--- src/hdl/rhe_pkg.sv ---
// Shared constants and types of the RGB histogram equalizer.
// Used by rhe_div and rgb_histogram_equalizer; depends on nothing else.
`timescale 1ns / 1ps
package rhe_pkg;

  localparam int unsigned LEVEL_BITS = 8;
  localparam int unsigned LEVELS     = 1 << LEVEL_BITS;
  localparam int unsigned NCH        = 3;
  localparam int unsigned MAX_PIXELS = 1048576;

  // bin and pixel counters hold 0 .. MAX_PIXELS
  localparam int unsigned CNT_W  = $clog2(MAX_PIXELS + 1);
  // cumulative count over all levels of one channel
  localparam int unsigned CUM_W  = CNT_W + LEVEL_BITS;
  // LEVEL_MAX times the cumulative count
  localparam int unsigned PROD_W = CUM_W + LEVEL_BITS;
  // divider step counter: one preload step plus one step per quotient bit
  localparam int unsigned DCNT_W = $clog2(LEVEL_BITS + 2);

  localparam logic [LEVEL_BITS-1:0] LEVEL_MAX = {LEVEL_BITS{1'b1}};
  localparam logic [CNT_W-1:0]      CNT_MAX   = CNT_W'(MAX_PIXELS);

  typedef logic [LEVEL_BITS-1:0] level_t;
  typedef logic [CNT_W-1:0]      cnt_t;
  typedef logic [CUM_W-1:0]      cum_t;

  // saturating increment of a counter
  function automatic cnt_t sat_inc(input cnt_t v);
    cnt_t r;
    if (v >= CNT_MAX) r = CNT_MAX;
    else              r = v + cnt_t'(1);
    return r;
  endfunction

endpackage

--- src/hdl/rhe_div.sv ---
// Bit-serial divider: floor(LEVEL_MAX * cum / total), clamped to LEVEL_MAX.
// Depends on rhe_pkg.
`timescale 1ns / 1ps
module rhe_div (
  input  logic              clk_i,
  input  logic              rst_ni,
  input  logic              load_i,
  input  rhe_pkg::cum_t     cum_i,
  input  rhe_pkg::cnt_t     total_i,
  output logic              done_o,
  output rhe_pkg::level_t   q_o
);

  logic [rhe_pkg::PROD_W-1:0]     n_q;
  logic [rhe_pkg::LEVEL_BITS-1:0] low_q;
  rhe_pkg::cnt_t                  r_q;
  rhe_pkg::level_t                q_q;
  logic                           clamp_q;
  logic [rhe_pkg::DCNT_W-1:0]     cnt_q;
  logic                           done_q;

  logic [rhe_pkg::CNT_W:0]        r2;
  logic                           ge;

  // one restoring step: shift in next numerator bit, trial subtract
  assign r2 = {r_q, low_q[rhe_pkg::LEVEL_BITS-1]};
  assign ge = (r2 >= {1'b0, total_i});

  // control: step counter and done pulse
  always_ff @(posedge clk_i or negedge rst_ni) begin
    if (!rst_ni) begin
      cnt_q  <= '0;
      done_q <= 1'b0;
    end else begin
      done_q <= 1'b0;
      if (load_i) begin
        cnt_q <= rhe_pkg::DCNT_W'(rhe_pkg::LEVEL_BITS + 1);
      end else if (cnt_q != '0) begin
        cnt_q <= cnt_q - 1'b1;
        if (cnt_q == rhe_pkg::DCNT_W'(1)) done_q <= 1'b1;
      end
    end
  end

  // datapath
  always_ff @(posedge clk_i) begin
    if (load_i) begin
      // 255 * cum as (cum << 8) - cum; a quotient >= LEVEL_MAX when cum >= total
      n_q     <= ({cum_i, {rhe_pkg::LEVEL_BITS{1'b0}}}) - rhe_pkg::PROD_W'(cum_i);
      clamp_q <= (cum_i >= rhe_pkg::CUM_W'(total_i));
      q_q     <= '0;
    end else if (cnt_q == rhe_pkg::DCNT_W'(rhe_pkg::LEVEL_BITS + 1)) begin
      // high part of numerator is below total when not clamped
      r_q   <= rhe_pkg::CNT_W'(n_q >> rhe_pkg::LEVEL_BITS);
      low_q <= n_q[rhe_pkg::LEVEL_BITS-1:0];
    end else if (cnt_q != '0) begin
      r_q   <= ge ? rhe_pkg::CNT_W'(r2 - {1'b0, total_i}) : rhe_pkg::CNT_W'(r2);
      q_q   <= {q_q[rhe_pkg::LEVEL_BITS-2:0], ge};
      low_q <= low_q << 1;
    end
  end

  assign done_o = done_q;
  assign q_o    = clamp_q ? rhe_pkg::LEVEL_MAX : q_q;

endmodule

--- config.mk ---
export PLATFORM = sky130hd
export DESIGN_NAME = rhe_div
export DESIGN_NICKNAME = d
export VERILOG_FILES = /design/src/hdl/rhe_pkg.sv /design/src/hdl/rhe_div.sv
export SDC_FILE = /design/constraint.sdc
export NUM_CORES = 1
export LEC_CHECK = 0
export ABC_AREA = 1
export BUFFER_PORTS_ARGS = -buffer_cell sky130_fd_sc_hd__buf_2
export CORE_MARGIN = 3
export CORE_UTILIZATION = 40
export DETAILED_ROUTE_END_ITERATION = 8
export PLACE_DENSITY = 0.68
export RECOVER_POWER = 100
export SYNTH_ARGS = -nofsm -noshare
export SYNTH_HDL_FRONTEND = slang
export SYNTH_SLANG_ARGS = --single-unit
--- constraint.sdc ---
create_clock -name clk_i -period 4.4 [get_ports clk_i]
set_input_delay 0.88 -clock clk_i [delete_from_list [all_inputs] [get_ports clk_i]]
set_output_delay 0.88 -clock clk_i [all_outputs]
set_load 0.005 [all_outputs]
# Word-level counts from Yosys, hierarchy flattened
# Index checks and enable logic that the tools add are counted.
# W data, S select, Z words.
word_totals:
  ff_bits: 72
  in_bits: 53
  out_inout_bits: 9
  wordCells: 32
op_classes:
  addsub: 3
  magnitude_cmp: 2
  eq_ne: 2
  muxes: 11
  bitwise_logic: 2
  reduce_logical: 5
op_table:
  columns: ["operator", "n"]
  rows:
  - ["$mux W21", 3]
  - ["$ge A29 B21 Y1", 1]
  - ["$sub A29 B29 Y29", 1]
  - ["$mux W8", 3]
  - ["$ge A22 B21 Y1", 1]
  - ["$sub A21 B21 Y21", 1]
  - ["$mux W4", 2]
  - ["$eq A4 B1 Y1 const B", 1]
  - ["$eq A4 B4 Y1 const B", 1]
  - ["$reduce_and A2 Y1", 2]
  - ["$reduce_bool A2 Y1", 2]
  - ["$reduce_bool A4 Y1", 1]
  - ["$sub A4 B1 Y4 const B", 1]
  - ["$mux W1", 3]
  - ["$not A1 Y1", 2]

# Logic depth before layout (Yosys ltp)
# Gate-level depths: netlist (run 1).
logic_depth:
  depth_word: 4
  ltp_mapped: 17

# Worst setup path before layout (run 1)
# No wires, ideal clock.
synth_timing:
  path_kind: "input-to-reg"
  from: "input load_i"
  to: "register done_q (netlist: done_o)"
  setup_ps: 102
  t_arrival_ps: 2571
  slack_ps: 1728
  stages: 3
  path_buffers: 0
  path_cell_list: "nor2_1 -> inv_1 -> nor4_1"
synth_between:
  elab_chain_cells: 1
synth_lines:
  columns: ["element", "line", "source"]
  rows:
  - ["from (decl)", "rhe_div.sv:7", "input logic load_i,"]
  - ["$mux W1", "rhe_div.sv:36", "if (load_i) begin"]
  - ["to (signal assigned)", "rhe_div.sv:33", "done_q <= 1'b0;"]
  - ["to (signal assigned)", "rhe_div.sv:35", "done_q <= 1'b0;"]
  - ["to (signal assigned)", "rhe_div.sv:40", "if (cnt_q == rhe_pkg::DCNT_W'(1)) done_q <= 1'b1;"]
  - ["to (decl)", "rhe_div.sv:20", "logic done_q;"]
# No other way between the ends.
# A chain may end at the register's enable or synchronous reset.

# Final worst setup path (run 1)
layout_timing:
  from: "input total_i[19]"
  to: "register r_q[17], data pin"
layout_between:
  elab_chain_cells: 4
layout_lines:
  columns: ["element", "line", "source"]
  rows:
  - ["from (decl)", "rhe_div.sv:9", "input rhe_pkg::cnt_t total_i,"]
  - ["$ge A22 B21 Y1", "rhe_div.sv:27", "assign ge = (r2 >= {1'b0, total_i});"]
  - ["$mux W21", "rhe_div.sv:57", "r_q <= ge ? rhe_pkg::CNT_W'(r2 - {1'b0, total_i}) : rhe_pkg::CNT_W'(r2);"]
  - ["$mux W21", "rhe_div.sv:56", "end else if (cnt_q != '0) begin"]
  - ["$mux W21", "rhe_div.sv:52", "end else if (cnt_q == rhe_pkg::DCNT_W'(rhe_pkg::LEVEL_BITS + 1)) begin"]
  - ["to (signal assigned)", "rhe_div.sv:54", "r_q <= rhe_pkg::CNT_W'(n_q >> rhe_pkg::LEVEL_BITS);"]
  - ["to (signal assigned)", "rhe_div.sv:57", null]
  - ["to (decl)", "rhe_div.sv:16", "rhe_pkg::cnt_t r_q;"]
# No other way between the ends. The select of a mux whose other input is x is not followed.

==> flow_summary.rst, run 1 <==
.. list-table::
   :header-rows: 1

   * - Metric
     - Value
   * - Worst slack at placement
     - 1.310 ns
   * - Arrival time worst endpoint
     - 3.61 ns
   * - CP Launch Point
     - total_i[19]
   * - R2r worst-path depth
     - 15
   * - Maximum number of pins on one net before global-route repair
     - 30
   * - Final period util
     - 77.47%
   * - Count of mapped cells out of synthesis
     - 948
   * - Last element of the critical path
     - r_q[17]$_DFFE_PP_
   * - Antenna violations before repair
     - 0
   * - Peak per-stage delay on the critical path
     - 0.73 ns
   * - Aggregate global routing overflow
     - 0
   * - Post-detailed-route DRC marker count
     - 0
   * - Drt first pass iters
     - 5
   * - Total power divided by cell area
     - 572.6 mW/mm²
   * - Area share of the largest cell type after synthesis
     - 26.17%
   * - Multi-input gate area
     - 0.003994 mm²
   * - Reg2Reg Launch Point
     - low_q[7]$_DFFE_PP_
   * - Standard-cell rows
     - 46
   * - Root buf cell
     - sky130_fd_sc_hd__clkbuf_16
   * - Post-synth top cells
     - sky130_fd_sc_hd__nand2_1 (275), sky130_fd_sc_hd__inv_1 (142), sky130_fd_sc_hd__nor2_1 (78)
   * - Clock-pin slew on the worst setup and hold paths
     - 0.06 ns
   * - H-tree level count
     - 3
   * - DR vias/cell
     - 5.006
   * - Worst vdd ir
     - 0.2046 mV
   * - Fraction of registers with async set or reset after synthesis
     - 6.944%
   * - Flop and latch count out of synthesis
     - 72
   * - Full die area
     - 0.01852 mm²
   * - Flop-to-flop setup slack
     - 1.26 ns
   * - Standby leakage power
     - 3.749 nW
   * - Post-layout instance count excluding filler cells
     - 1233
   * - Clock network latency to the later pin of the worst-skew pair
     - 0.33 ns
   * - Type of the setup path with the least slack
     - input pin to flop
   * - Vias post-DR
     - 6173
   * - I/O pin count
     - 62
   * - Cell type with the highest aggregate area in the netlist
     - sky130_fd_sc_hd__edfxtp_1
   * - Post-synthesis sequential area ratio
     - 30.39%
   * - Share of post-route cells with drive strength above 1
     - 11.90%
   * - Hold_buf cts
     - 0
   * - Die boundary height
     - 136.1 µm
   * - Run status
     - finished, final reports clean
   * - Unrepaired setup endpoints after global routing
     - no
   * - Required @ worst endpoint
     - 4.60 ns
   * - Most used flip-flop cell after synthesis
     - sky130_fd_sc_hd__edfxtp_1
   * - CTS tree
     - done
   * - Number of global-route vias before repair
     - 6043
   * - Area of the placeable core
     - 0.01623 mm²
   * - Routed length per placed instance
     - 14.66 µm
   * - Critical Path Slowest Stage Cell
     - sky130_fd_sc_hd__nand2_1
   * - Net Count, Synth
     - 1068
   * - Max-cap violations
     - 0
   * - Initial cell density of the core
     - 41.71%
   * - Count of antenna-violating nets left after detailed routing
     - 0
   * - Worst clock skew
     - 0.007293 ns
   * - Clock Path Buffers
     - 2
   * - Finish-stage setup viols
     - 0
   * - Worst Tran Pin Value
     - 1.218 ns
   * - Final hold violation count
     - 0
   * - Aggregate negative setup slack
     - 0 ns
   * - Number of enable-type register cells in the synthesized netlist
     - 59
   * - Mean post-synth cell area
     - 7.140 µm²
   * - Area added between synthesis and finish
     - 10.57%
   * - Cell with the most instances after synthesis
     - sky130_fd_sc_hd__nand2_1
   * - Slew Limit Fails
     - 0
   * - Number of CTS-inserted buffers
     - 9
   * - Worst-case headroom to the max-slew limit
     - 18.77%
   * - TritonCTS sink count
     - 72
   * - Filler Cells Inserted
     - 1683
   * - Port buffer count
     - 61
   * - Count of cell types in the netlist
     - 45
   * - Final weighted congestion of routability-driven global placement
     - 0.9352
   * - Die W
     - 136.1 µm
   * - Most frequent cell on the critical path
     - sky130_fd_sc_hd__nand2_1
   * - Area contributors post-synth
     - sky130_fd_sc_hd__edfxtp_1 (26%), sky130_fd_sc_hd__nand2_1 (15%), sky130_fd_sc_hd__ha_1 (12%)
   * - Placed Cells
     - 1217
   * - Nets
     - 1132
   * - Yosys Warn Count
     - 0
   * - Final wirelength
     - 18080 µm
   * - Post-route cell area
     - 0.007485 mm²
   * - HPWL Detailed
     - 15180 µm
   * - Diodes inserted
     - 0
   * - Worst Setup Start Kind
     - input pin
   * - Final setup margin
     - 0.9914 ns
   * - FF+latch area
     - 0.002057 mm²
   * - CP Capture Type
     - flop
   * - GR Util All Layers
     - 19.89%
   * - End of the worst register-to-register path
     - r_q[17]$_DFFE_PP_
   * - Placement-stage cell area
     - 0.007261 mm²
   * - Crit path cell chain
     - buf_2 -> inv_1 -> ha_1 -> a21oi_1 -> o21a_1 -> nand2_1 -> nor2_4 -> nand2_1 -> nand3_1 -> nand2_1 -> nand2_1
   * - Post_cts resized
     - 0
   * - Timing-limited maximum frequency
     - 293.4 MHz
   * - Worst-path maximum fanout
     - 22
   * - Final critical delay including setup and external delays
     - 3.409 ns
   * - Path class of the lowest-slack min-delay path
     - input pin to asynchronous set/reset pin
   * - Post-synthesis instance area
     - 0.006769 mm²
   * - Post-CTS repair timing setup buffer count
     - 0
   * - Global-route wire length before repair
     - 29240 µm
   * - Drt initial violations
     - 322
==> cells by family after synthesis <==
group                      share of synthesized area, %
adders and majority gates                         12.50
AOI/OAI and AO/OA                                 7.320
DFF                                               30.39
buffers and inverters                             10.22
xor gates and xnor gates                          4.140
and+or+nand+nor                                   35.43
==> layout make-up <==
class,instances,share of cell area [%]
multi-input cells,712,53.36
repair buffers,65,4.179
inverters,152,7.623
clock inverters,7,0.7355
well taps,216,3.611
flip-flops and latches,72,27.48
clock buffers,9,3.009
==> worst min-delay path by stage <==
stage                     slack [ns]                   end  depth (start not counted)
after floorplan                 0.43      done_o$_DFF_PN0_                          1
after global placement          0.46   q_q[1]$_SDFFE_PP0P_                          2
after detailed placement        0.46      done_o$_DFF_PN0_                          1
after CTS                       0.35  cnt_q[3]$_DFFE_PN0P_                          1
after global routing            0.40  cnt_q[3]$_DFFE_PN0P_                          1
final                           0.39  cnt_q[3]$_DFFE_PN0P_                          1
==> report_power, final <==
group          switching [mW]  total [mW]  leakage, nW  internal (mW)
Clock                   0.298       0.685        0.133          0.387
Sequential              0.114        1.19        0.706           1.07
Combinational            1.55        2.41         2.91          0.862
==> flip-flops by register name (all words and copies together) (netlist names) <==
| register | flops |
|---|---|
| n_q | 29 |
| q_q | 8 |
| clamp_q | 1 |
| r_q | 21 |
| cnt_q | 4 |
| done_o | 1 |
| low_q | 8 |
==> stage by stage <==
| step | util (%) | power, mW | hold slack [ns] |
|---|---|---|---|
| 2_1_floorplan | - | 3.137 | 0.4325 |
| 3_3_place_gp | 44.73 | 3.592 | 0.4649 |
| 3_5_place_dp | 44.73 | 3.626 | 0.4586 |
| 4_1_cts | 46.46 | 4.322 | 0.3504 |
| 5_1_grt | 46.11 | 4.702 | 0.4042 |
| 6_report | 46.11 | 4.286 | 0.3940 |
==> routing by layer <==
layer | wire (µm) | global-route usage, %
met4 | 413 | 5.823
met5 | 0 | 0
met1 | 8130 | 26.40
met3 | 865 | 2.332
met2 | 8668 | 34.09
==> critical path, delay by kind of cell <==
family,cells,cell delay [ns]
compound gates,2,0.41
fa+ha+maj,1,0.30
buf+inv,2,0.23
simple gates,6,1.75
==> layout by cell type, fill, tap and decap left out, types with 6 or more instances in the layout <==
master,netlist,routed
sky130_fd_sc_hd__a21oi_1,51,51
sky130_fd_sc_hd__xor2_1,17,17
sky130_fd_sc_hd__inv_1,142,142
sky130_fd_sc_hd__ha_1,66,66
sky130_fd_sc_hd__or2_2,9,9
sky130_fd_sc_hd__buf_2,3,51
sky130_fd_sc_hd__inv_2,7,7
sky130_fd_sc_hd__clkbuf_16,0,9
sky130_fd_sc_hd__nor4_1,6,6
sky130_fd_sc_hd__clkbuf_1,1,12
sky130_fd_sc_hd__xnor2_1,15,15
sky130_fd_sc_hd__nor2_1,78,78
sky130_fd_sc_hd__nand4_1,11,11
sky130_fd_sc_hd__nor3_1,15,15
sky130_fd_sc_hd__nand3_2,7,6
sky130_fd_sc_hd__o21ai_0,29,29
sky130_fd_sc_hd__nand3_1,59,60
sky130_fd_sc_hd__dfxtp_1,8,8
sky130_fd_sc_hd__nand3b_1,25,25
sky130_fd_sc_hd__nand2_1,275,278
sky130_fd_sc_hd__edfxtp_1,59,59
sky130_fd_sc_hd__nand2_2,21,19
Power figures use the tool's default switching activity.
==> run 2, diff against run 1 <==
Settings changed: PLACE_DENSITY 0.68 to 0.71.
Clock period 4.4 ns to 3.1 ns, I/O delays scaled along.
==> run 2 against run 1 <==
  * First-iteration DRC count up 30%
  * Utilization about the same
  * Final area barely moved
  * Power increased by 42%
  * Non-clock buffer count is 3 higher
  * Global-route usage is 0.34 points higher
  * Clock skew up 0.0019 ns
  * Final cell count is 0.24% higher
  * Combinational power rose by 43%
  * Sequential share of layout area about the same
  * Wire length up 1.8%
  * Critical path type is now flop to flop
==> flow_summary.rst, run 2 (synthesized netlist as in run 1, its figures left out) <==
.. list-table::
   :header-rows: 1

   * - Metric
     - Value
   * - Internal power
     - 3.293 mW
   * - Unrepaired setup endpoints after global routing
     - no
   * - Overall power
     - 6.096 mW
   * - Post_cts resized
     - 0
   * - Final setup margin
     - 0.5703 ns
   * - Leading cell type in the layout, fill and taps excluded
     - sky130_fd_sc_hd__nand2_1
   * - Standard-cell rows
     - 46
   * - Area added between synthesis and finish
     - 10.65%
   * - Flop-to-flop setup slack
     - 0.57 ns
   * - Most frequent cell on the critical path
     - sky130_fd_sc_hd__nand2_1
   * - Worst Setup Start Kind
     - flop
   * - Worst-case headroom to the max-slew limit
     - 30.46%
   * - Drt first pass iters
     - 5
   * - Last element of the critical path
     - r_q[14]$_DFFE_PP_
   * - Final weighted congestion of routability-driven global placement
     - 0.9309
   * - Share of total power consumed by net switching
     - 45.98%
   * - Filler Cells Inserted
     - 1701
   * - Antenna violations before repair
     - 0
   * - Initial cell density of the core
     - 41.71%
   * - Worst slack at placement
     - 0.2891 ns
   * - Root buf cell
     - sky130_fd_sc_hd__clkbuf_16
   * - Final wirelength
     - 18410 µm
   * - Crit path cell chain
     - inv_1 -> ha_1 -> inv_1 -> fa_1 -> nand2_1 -> nand2_1 -> nand3_2 -> nand2_1 -> nand2_1 -> nand2_1 -> nand2_4 -> nand2_8 -> nand2_1 -> nand3_1 -> nand2_1
   * - Critical Path Slowest Stage Cell
     - sky130_fd_sc_hd__fa_1
   * - Path class of the lowest-slack min-delay path
     - input pin to asynchronous set/reset pin
   * - Slew Limit Fails
     - 0
   * - Number of global-route vias before repair
     - 5990
   * - Clock network latency to the later pin of the worst-skew pair
     - 0.34 ns
   * - Maximum number of pins on one net before global-route repair
     - 31
   * - Worst Tran Pin Value
     - 1.043 ns
   * - Final critical delay including setup and external delays
     - 2.530 ns
   * - Clock share of power
     - 16.1%
   * - Die W
     - 136.1 µm
   * - Run status
     - finished, final reports clean
   * - CP Capture Type
     - flop
   * - Clock-pin slew on the worst setup and hold paths
     - 0.06 ns
   * - Switching component of the power
     - 2.803 mW
   * - Aggregate negative setup slack
     - 0 ns
   * - Peak per-stage delay on the critical path
     - 0.42 ns
   * - Drt initial violations
     - 419
   * - TritonCTS sink count
     - 72
   * - Vias post-DR
     - 6242
   * - Nets
     - 1135
   * - Reg power frac
     - 27.4%
   * - Count of antenna-violating nets left after detailed routing
     - 0
   * - Required @ worst endpoint
     - 3.30 ns
   * - DR vias/cell
     - 5.050
   * - Register name with the most flops
     - n_q
   * - Worst clock skew
     - 0.009144 ns
   * - Area of the placeable core
     - 0.01623 mm²
   * - Routed length per placed instance
     - 14.89 µm
   * - Timing-limited maximum frequency
     - 395.3 MHz
   * - Aggregate global routing overflow
     - 0
   * - Registers with the highest flip-flop counts
     - n_q (29), r_q (21)
   * - Post-CTS repair timing setup buffer count
     - 0
   * - Die boundary height
     - 136.1 µm
   * - Combinational power share
     - 56.5%
   * - Number of flip-flops under the largest register name
     - 29
   * - Post-detailed-route DRC marker count
     - 0
   * - Reg2Reg Launch Point
     - low_q[7]$_DFFE_PP_
   * - Arrival time worst endpoint
     - 2.73 ns
   * - Worst-path maximum fanout
     - 22
   * - Type of the setup path with the least slack
     - flop to flop
   * - Standby leakage power
     - 3.757 nW
   * - Clock Path Buffers
     - 2
   * - Hold_buf cts
     - 0
   * - GR Util All Layers
     - 20.23%
   * - Worst vdd ir
     - 0.3338 mV
   * - Finish-stage setup viols
     - 0
   * - Total power divided by cell area
     - 813.9 mW/mm²
   * - HPWL Detailed
     - 15080 µm
   * - Port buffer count
     - 61
   * - Global-route wire length before repair
     - 29360 µm
   * - CP Launch Point
     - low_q[7]$_DFFE_PP_
   * - End of the worst register-to-register path
     - r_q[14]$_DFFE_PP_
   * - Worst hold margin
     - 0.1237 ns
   * - H-tree level count
     - 3
   * - Final period util
     - 81.60%
   * - Share of post-route cells with drive strength above 1
     - 10.88%
   * - Final hold violation count
     - 0
   * - Leading cell types in the layout, fill and taps excluded
     - sky130_fd_sc_hd__nand2_1 (287), sky130_fd_sc_hd__inv_1 (142), sky130_fd_sc_hd__nor2_1 (78)
   * - Max-cap violations
     - 0
   * - Number of CTS-inserted buffers
     - 9
   * - Diodes inserted
     - 0
   * - R2r worst-path depth
     - 15
   * - Full die area
     - 0.01852 mm²
   * - CTS tree
     - done
   * - I/O pin count
     - 62
## run 2: power by group through the flow
stage          combinational, mW  sequential, mW  clock (mW)
2_1_floorplan               2.81            1.64           0
3_3_place_gp                3.43            1.68           0
3_5_place_dp                3.47            1.69           0
4_1_cts                     3.51            1.67       0.995
5_1_grt                     3.88            1.71        1.03
6_report                    3.44            1.67       0.979
## run 2: worst min path at each step
stage / start / end / slack, ns / cells past startpoint
floorplan: rst_ni / cnt_q[0]$_DFFE_PN0P_ / 0.32 / 0
global placement: rst_ni / cnt_q[3]$_DFFE_PN0P_ / 0.44 / 1
detailed placement: rst_ni / cnt_q[3]$_DFFE_PN0P_ / 0.44 / 1
CTS: rst_ni / cnt_q[3]$_DFFE_PN0P_ / 0.08 / 1
global route: rst_ni / cnt_q[3]$_DFFE_PN0P_ / 0.14 / 1
finish: rst_ni / cnt_q[1]$_DFFE_PN0P_ / 0.12 / 1
## run 2: critical path: cells and delay by family (launching register included)
kind / cells / cell delay (ns)
simple gates: 11 / 1.33
buf+inv: 2 / 0.15
flops: 1 / 0.35
fa+ha+maj: 2 / 0.56
## run 2: cell type report
cell class / count / area, µm² / area share (%)
tap: 216 / 270.3 / 3.608
inverter: 152 / 570.5 / 7.618
timing repair buffer: 68 / 331.6 / 4.427
multi-input combinational: 712 / 3980 / 53.14
clock buffer: 9 / 225.2 / 3.007
sequential: 72 / 2057 / 27.46
clock inverter: 7 / 55.05 / 0.7350
## run 2: per-stage QoR
stage	util, %	std cells	area, µm²
2_1_floorplan	-	948	6769
3_3_place_gp	44.87	1220	7283
3_5_place_dp	44.87	1220	7283
4_1_cts	46.60	1236	7564
5_1_grt	46.15	1236	7490
6_report	46.15	1236	7490
## run 2: metal layers
layer | vias to the layer above | part of all wire, % | GRT usage (%)
li1 | 3209 | - | -
met3 | 34 | 4.2 | 1.999
met5 | - | 0 | 0
met4 | 0 | 2.4 | 6.551
met1 | 2836 | 45 | 26.70
met2 | 163 | 48 | 34.84
==> run 3, diff against run 2 <==
Settings changed: ABC_AREA 1 to 0.
Clock period 3.1 ns to 2.2 ns, I/O delays scaled along.
==> run 3 against run 2 <==
  * The run now ends with negative setup slack left
  * Flip-flop and latch count unchanged
  * Non-clock buffer count increased by 207
  * Setup slack got worse by 1.1 ns
  * Synthesized cell count decreased by 31%
  * First-iteration DRC count increased by 19%
  * Critical path type unchanged
  * Highest routed layer unchanged
==> flow_summary.rst, run 3 <==
.. list-table::
   :header-rows: 1

   * - Metric
     - Value
   * - I/O pin count
     - 62
   * - Global-route wire length before repair
     - 29250 µm
   * - Mean post-synth cell area
     - 9.042 µm²
   * - Registers with the highest flip-flop counts
     - n_q (29), r_q (21)
   * - Type of the setup path with the least slack
     - flop to flop
   * - Finish-stage setup viols
     - 34
   * - Post-detailed-route DRC marker count
     - 0
   * - Worst Setup Start Kind
     - flop
   * - Worst vdd ir
     - 0.5605 mV
   * - DR vias/cell
     - 5.461
   * - Number of global-route vias before repair
     - 5813
   * - Area added between synthesis and finish
     - 47.07%
   * - Arrival time worst endpoint
     - 2.82 ns
   * - Worst-path maximum fanout
     - 6
   * - TritonCTS sink count
     - 72
   * - Area of the placeable core
     - 0.01420 mm²
   * - Die boundary height
     - 128.0 µm
   * - Register name with the most flops
     - n_q
   * - Worst clock skew
     - 0.009017 ns
   * - Standard-cell rows
     - 43
   * - Nets
     - 1044
   * - Post-synthesis sequential area ratio
     - 34.57%
   * - Post-layout instance count excluding filler cells
     - 1108
   * - Path class of the lowest-slack min-delay path
     - input pin to asynchronous set/reset pin
   * - Count of antenna-violating nets left after detailed routing
     - 0
   * - Drt initial violations
     - 497
   * - Standby leakage power
     - 3.940 nW
   * - Net Count, Synth
     - 778
   * - Required @ worst endpoint
     - 2.28 ns
   * - Timing-limited maximum frequency
     - 365.0 MHz
   * - Port buffer count
     - 61
   * - Flop and latch count out of synthesis
     - 72
   * - Worst Tran Pin Value
     - 0.8237 ns
   * - Root buf cell
     - sky130_fd_sc_hd__clkbuf_16
   * - Number of CTS-inserted buffers
     - 9
   * - Leading cell types in the layout, fill and taps excluded
     - sky130_fd_sc_hd__buf_4 (198), sky130_fd_sc_hd__nand2_1 (65), sky130_fd_sc_hd__edfxtp_1 (59)
   * - Fraction of registers with async set or reset after synthesis
     - 6.944%
   * - Clock Path Buffers
     - 2
   * - Number of flip-flops under the largest register name
     - 29
   * - Routed length per placed instance
     - 17.04 µm
   * - Antenna violations before repair
     - 0
   * - Area share of the largest cell type after synthesis
     - 29.78%
   * - Max-cap violations
     - 0
   * - Violations in the final reports
     - negative setup slack
   * - Maximum number of pins on one net before global-route repair
     - 30
   * - Final hold violation count
     - 0
   * - Total power divided by cell area
     - 1078 mW/mm²
   * - Final period util
     - 124.5%
   * - Clock-pin slew on the worst setup and hold paths
     - 0.06 ns
   * - Final critical delay including setup and external delays
     - 2.740 ns
   * - Unrepaired setup endpoints after global routing
     - yes
   * - Cell type with the highest aggregate area in the netlist
     - sky130_fd_sc_hd__edfxtp_1
   * - Count of mapped cells out of synthesis
     - 658
   * - Yosys Warn Count
     - 0
   * - Aggregate negative setup slack
     - -11.36 ns
   * - Die W
     - 128.0 µm
   * - CP Capture Type
     - flop
   * - Diodes inserted
     - 0
   * - Share of post-route cells with drive strength above 1
     - 40.52%
   * - Final core utilization
     - 61.60%
   * - Cell with the most instances after synthesis
     - sky130_fd_sc_hd__nand2_1
   * - Final wirelength
     - 18880 µm
   * - Aggregate global routing overflow
     - 0
   * - Post-synthesis instance area
     - 0.005949 mm²
   * - Drt first pass iters
     - 5
   * - Worst-case headroom to the max-slew limit
     - 45.08%
   * - Clock network latency to the later pin of the worst-skew pair
     - 0.34 ns
   * - Most used flip-flop cell after synthesis
     - sky130_fd_sc_hd__edfxtp_1
   * - Count of cell types in the netlist
     - 71
   * - Worst hold margin
     - 0.4836 ns
   * - Post-synth top cells
     - sky130_fd_sc_hd__nand2_1 (69), sky130_fd_sc_hd__ha_1 (66), sky130_fd_sc_hd__edfxtp_1 (59)
   * - Final weighted congestion of routability-driven global placement
     - 0.9120
   * - Vias post-DR
     - 6051
   * - HPWL Detailed
     - 13970 µm
   * - Initial cell density of the core
     - 41.89%
   * - CTS tree
     - done
   * - GR Util All Layers
     - 22.49%
   * - Leading cell type in the layout, fill and taps excluded
     - sky130_fd_sc_hd__buf_4
   * - Placed Cells
     - 1073
   * - Area contributors post-synth
     - sky130_fd_sc_hd__edfxtp_1 (30%), sky130_fd_sc_hd__ha_1 (14%), sky130_fd_sc_hd__nand2_1 (4.4%)
   * - Worst slack at placement
     - -0.7175 ns
   * - Run status
     - finished with violations
   * - Final setup margin
     - -0.5396 ns
   * - H-tree level count
     - 3
   * - Full die area
     - 0.01637 mm²
   * - Slew Limit Fails
     - 0
   * - Number of enable-type register cells in the synthesized netlist
     - 59
run 3: changes by cell type in the layout (fill, tap and decap cells not counted), sizes merged, moves of 10 or more:
| cell | previous run | this run |
|---|---|---|
| a21o | 2 | 17 |
| xnor2 | 15 | 25 |
| nor2 | 84 | 48 |
| inv | 151 | 54 |
| nand3 | 66 | 18 |
| o21a | 1 | 11 |
| buf | 52 | 259 |
| a31oi | 0 | 16 |
| nand2 | 299 | 69 |
| mux2i | 0 | 11 |
| nand3b | 25 | 3 |
run 3: cells by family (layout without fill, tap and decap cells):
family	Yosys count	in the layout	synth area share [%]
AOI/OAI and AO/OA	184	184	20.65
and+or+nand+nor	210	210	17.35
DFF	72	72	34.57
buffers and inverters	73	343	5.279
adders and majority gates	67	67	14.22
xor gates and xnor gates	40	40	5.889
muxes	12	12	2.040
run 3: final timing paths:
| check | startpoint | to | slack (ns) | cells past startpoint |
|---|---|---|---|---|
| setup / recovery | low_q[7]$_DFFE_PP_ | r_q[2]$_DFFE_PP_ | -0.54 | 12 |
| hold / removal | rst_ni | done_o$_DFF_PN0_ | 0.48 | 2 |
| max in group asynchronous | rst_ni | cnt_q[1]$_DFFE_PN0P_ | 1.51 | 2 |
| setup reg to reg | low_q[7]$_DFFE_PP_ | r_q[2]$_DFFE_PP_ | -0.54 | 12 |
| min in group clk_i | q_q[7]$_SDFFE_PP0P_ | q_q[7]$_SDFFE_PP0P_ | 0.50 | 2 |
| hold reg to reg | q_q[7]$_SDFFE_PP0P_ | q_q[7]$_SDFFE_PP0P_ | 0.50 | 2 |
run 3: what timing repair did:
item / in CTS / in global routing
endpoints found under the setup margin: 30 / 31
pin swaps: 25 / 32
hold endpoints to repair: 5 / 0
resized for setup: 51 / 38
hold buffers: 1 / 0
setup buffers: 9 / 10
run 3: worst max-delay path: stages, from the launching register on:
cell and delay (ns):
sky130_fd_sc_hd__edfxtp_1 0.42, sky130_fd_sc_hd__inv_2 0.09, sky130_fd_sc_hd__ha_4 0.13, sky130_fd_sc_hd__inv_2 0.04, sky130_fd_sc_hd__fa_2 0.35, sky130_fd_sc_hd__a21oi_2 0.18, sky130_fd_sc_hd__o22a_1 0.18, sky130_fd_sc_hd__o31a_1 0.22
sky130_fd_sc_hd__a31oi_4 0.15, sky130_fd_sc_hd__or2_4 0.32, sky130_fd_sc_hd__buf_6 0.16, sky130_fd_sc_hd__o21ai_2 0.13, sky130_fd_sc_hd__o21ai_1 0.08
run 3: through the flow:
| stage | total power [mW] | area [µm²] |
|---|---|---|
| 2_1_floorplan | 5.005 | 6143 |
| 3_3_place_gp | 6.846 | 8004 |
| 3_5_place_dp | 6.929 | 8004 |
| 4_1_cts | 8.837 | 8586 |
| 5_1_grt | 9.963 | 8750 |
| 6_report | 9.428 | 8750 |
run 3: power by group:
part | internal, mW | leakage (nW) | switching (mW) | total, mW
sequential | 1.98 | 0.704 | 0.248 | 2.23
combinational | 2.95 | 3.10 | 2.94 | 5.89
clock | 0.751 | 0.133 | 0.557 | 1.31
total | 5.68 | 3.94 | 3.75 | 9.43
run 3: area by class of cell:
cell class	count	area, µm²
inverters	53	201.4
multi-input cells	513	4089
well taps	180	225.2
repair buffers	275	1916
clock buffers	9	225.2
fillers	1158	5454
clock inverters	6	36.28
flip-flops and latches	72	2057
run 3: per-layer routing:
metal	part of all wire (%)	track usage, %
met1	43	29.86
met2	47	37.03
met3	5.9	3.458
met4	3.5	8.427
met5	0	0
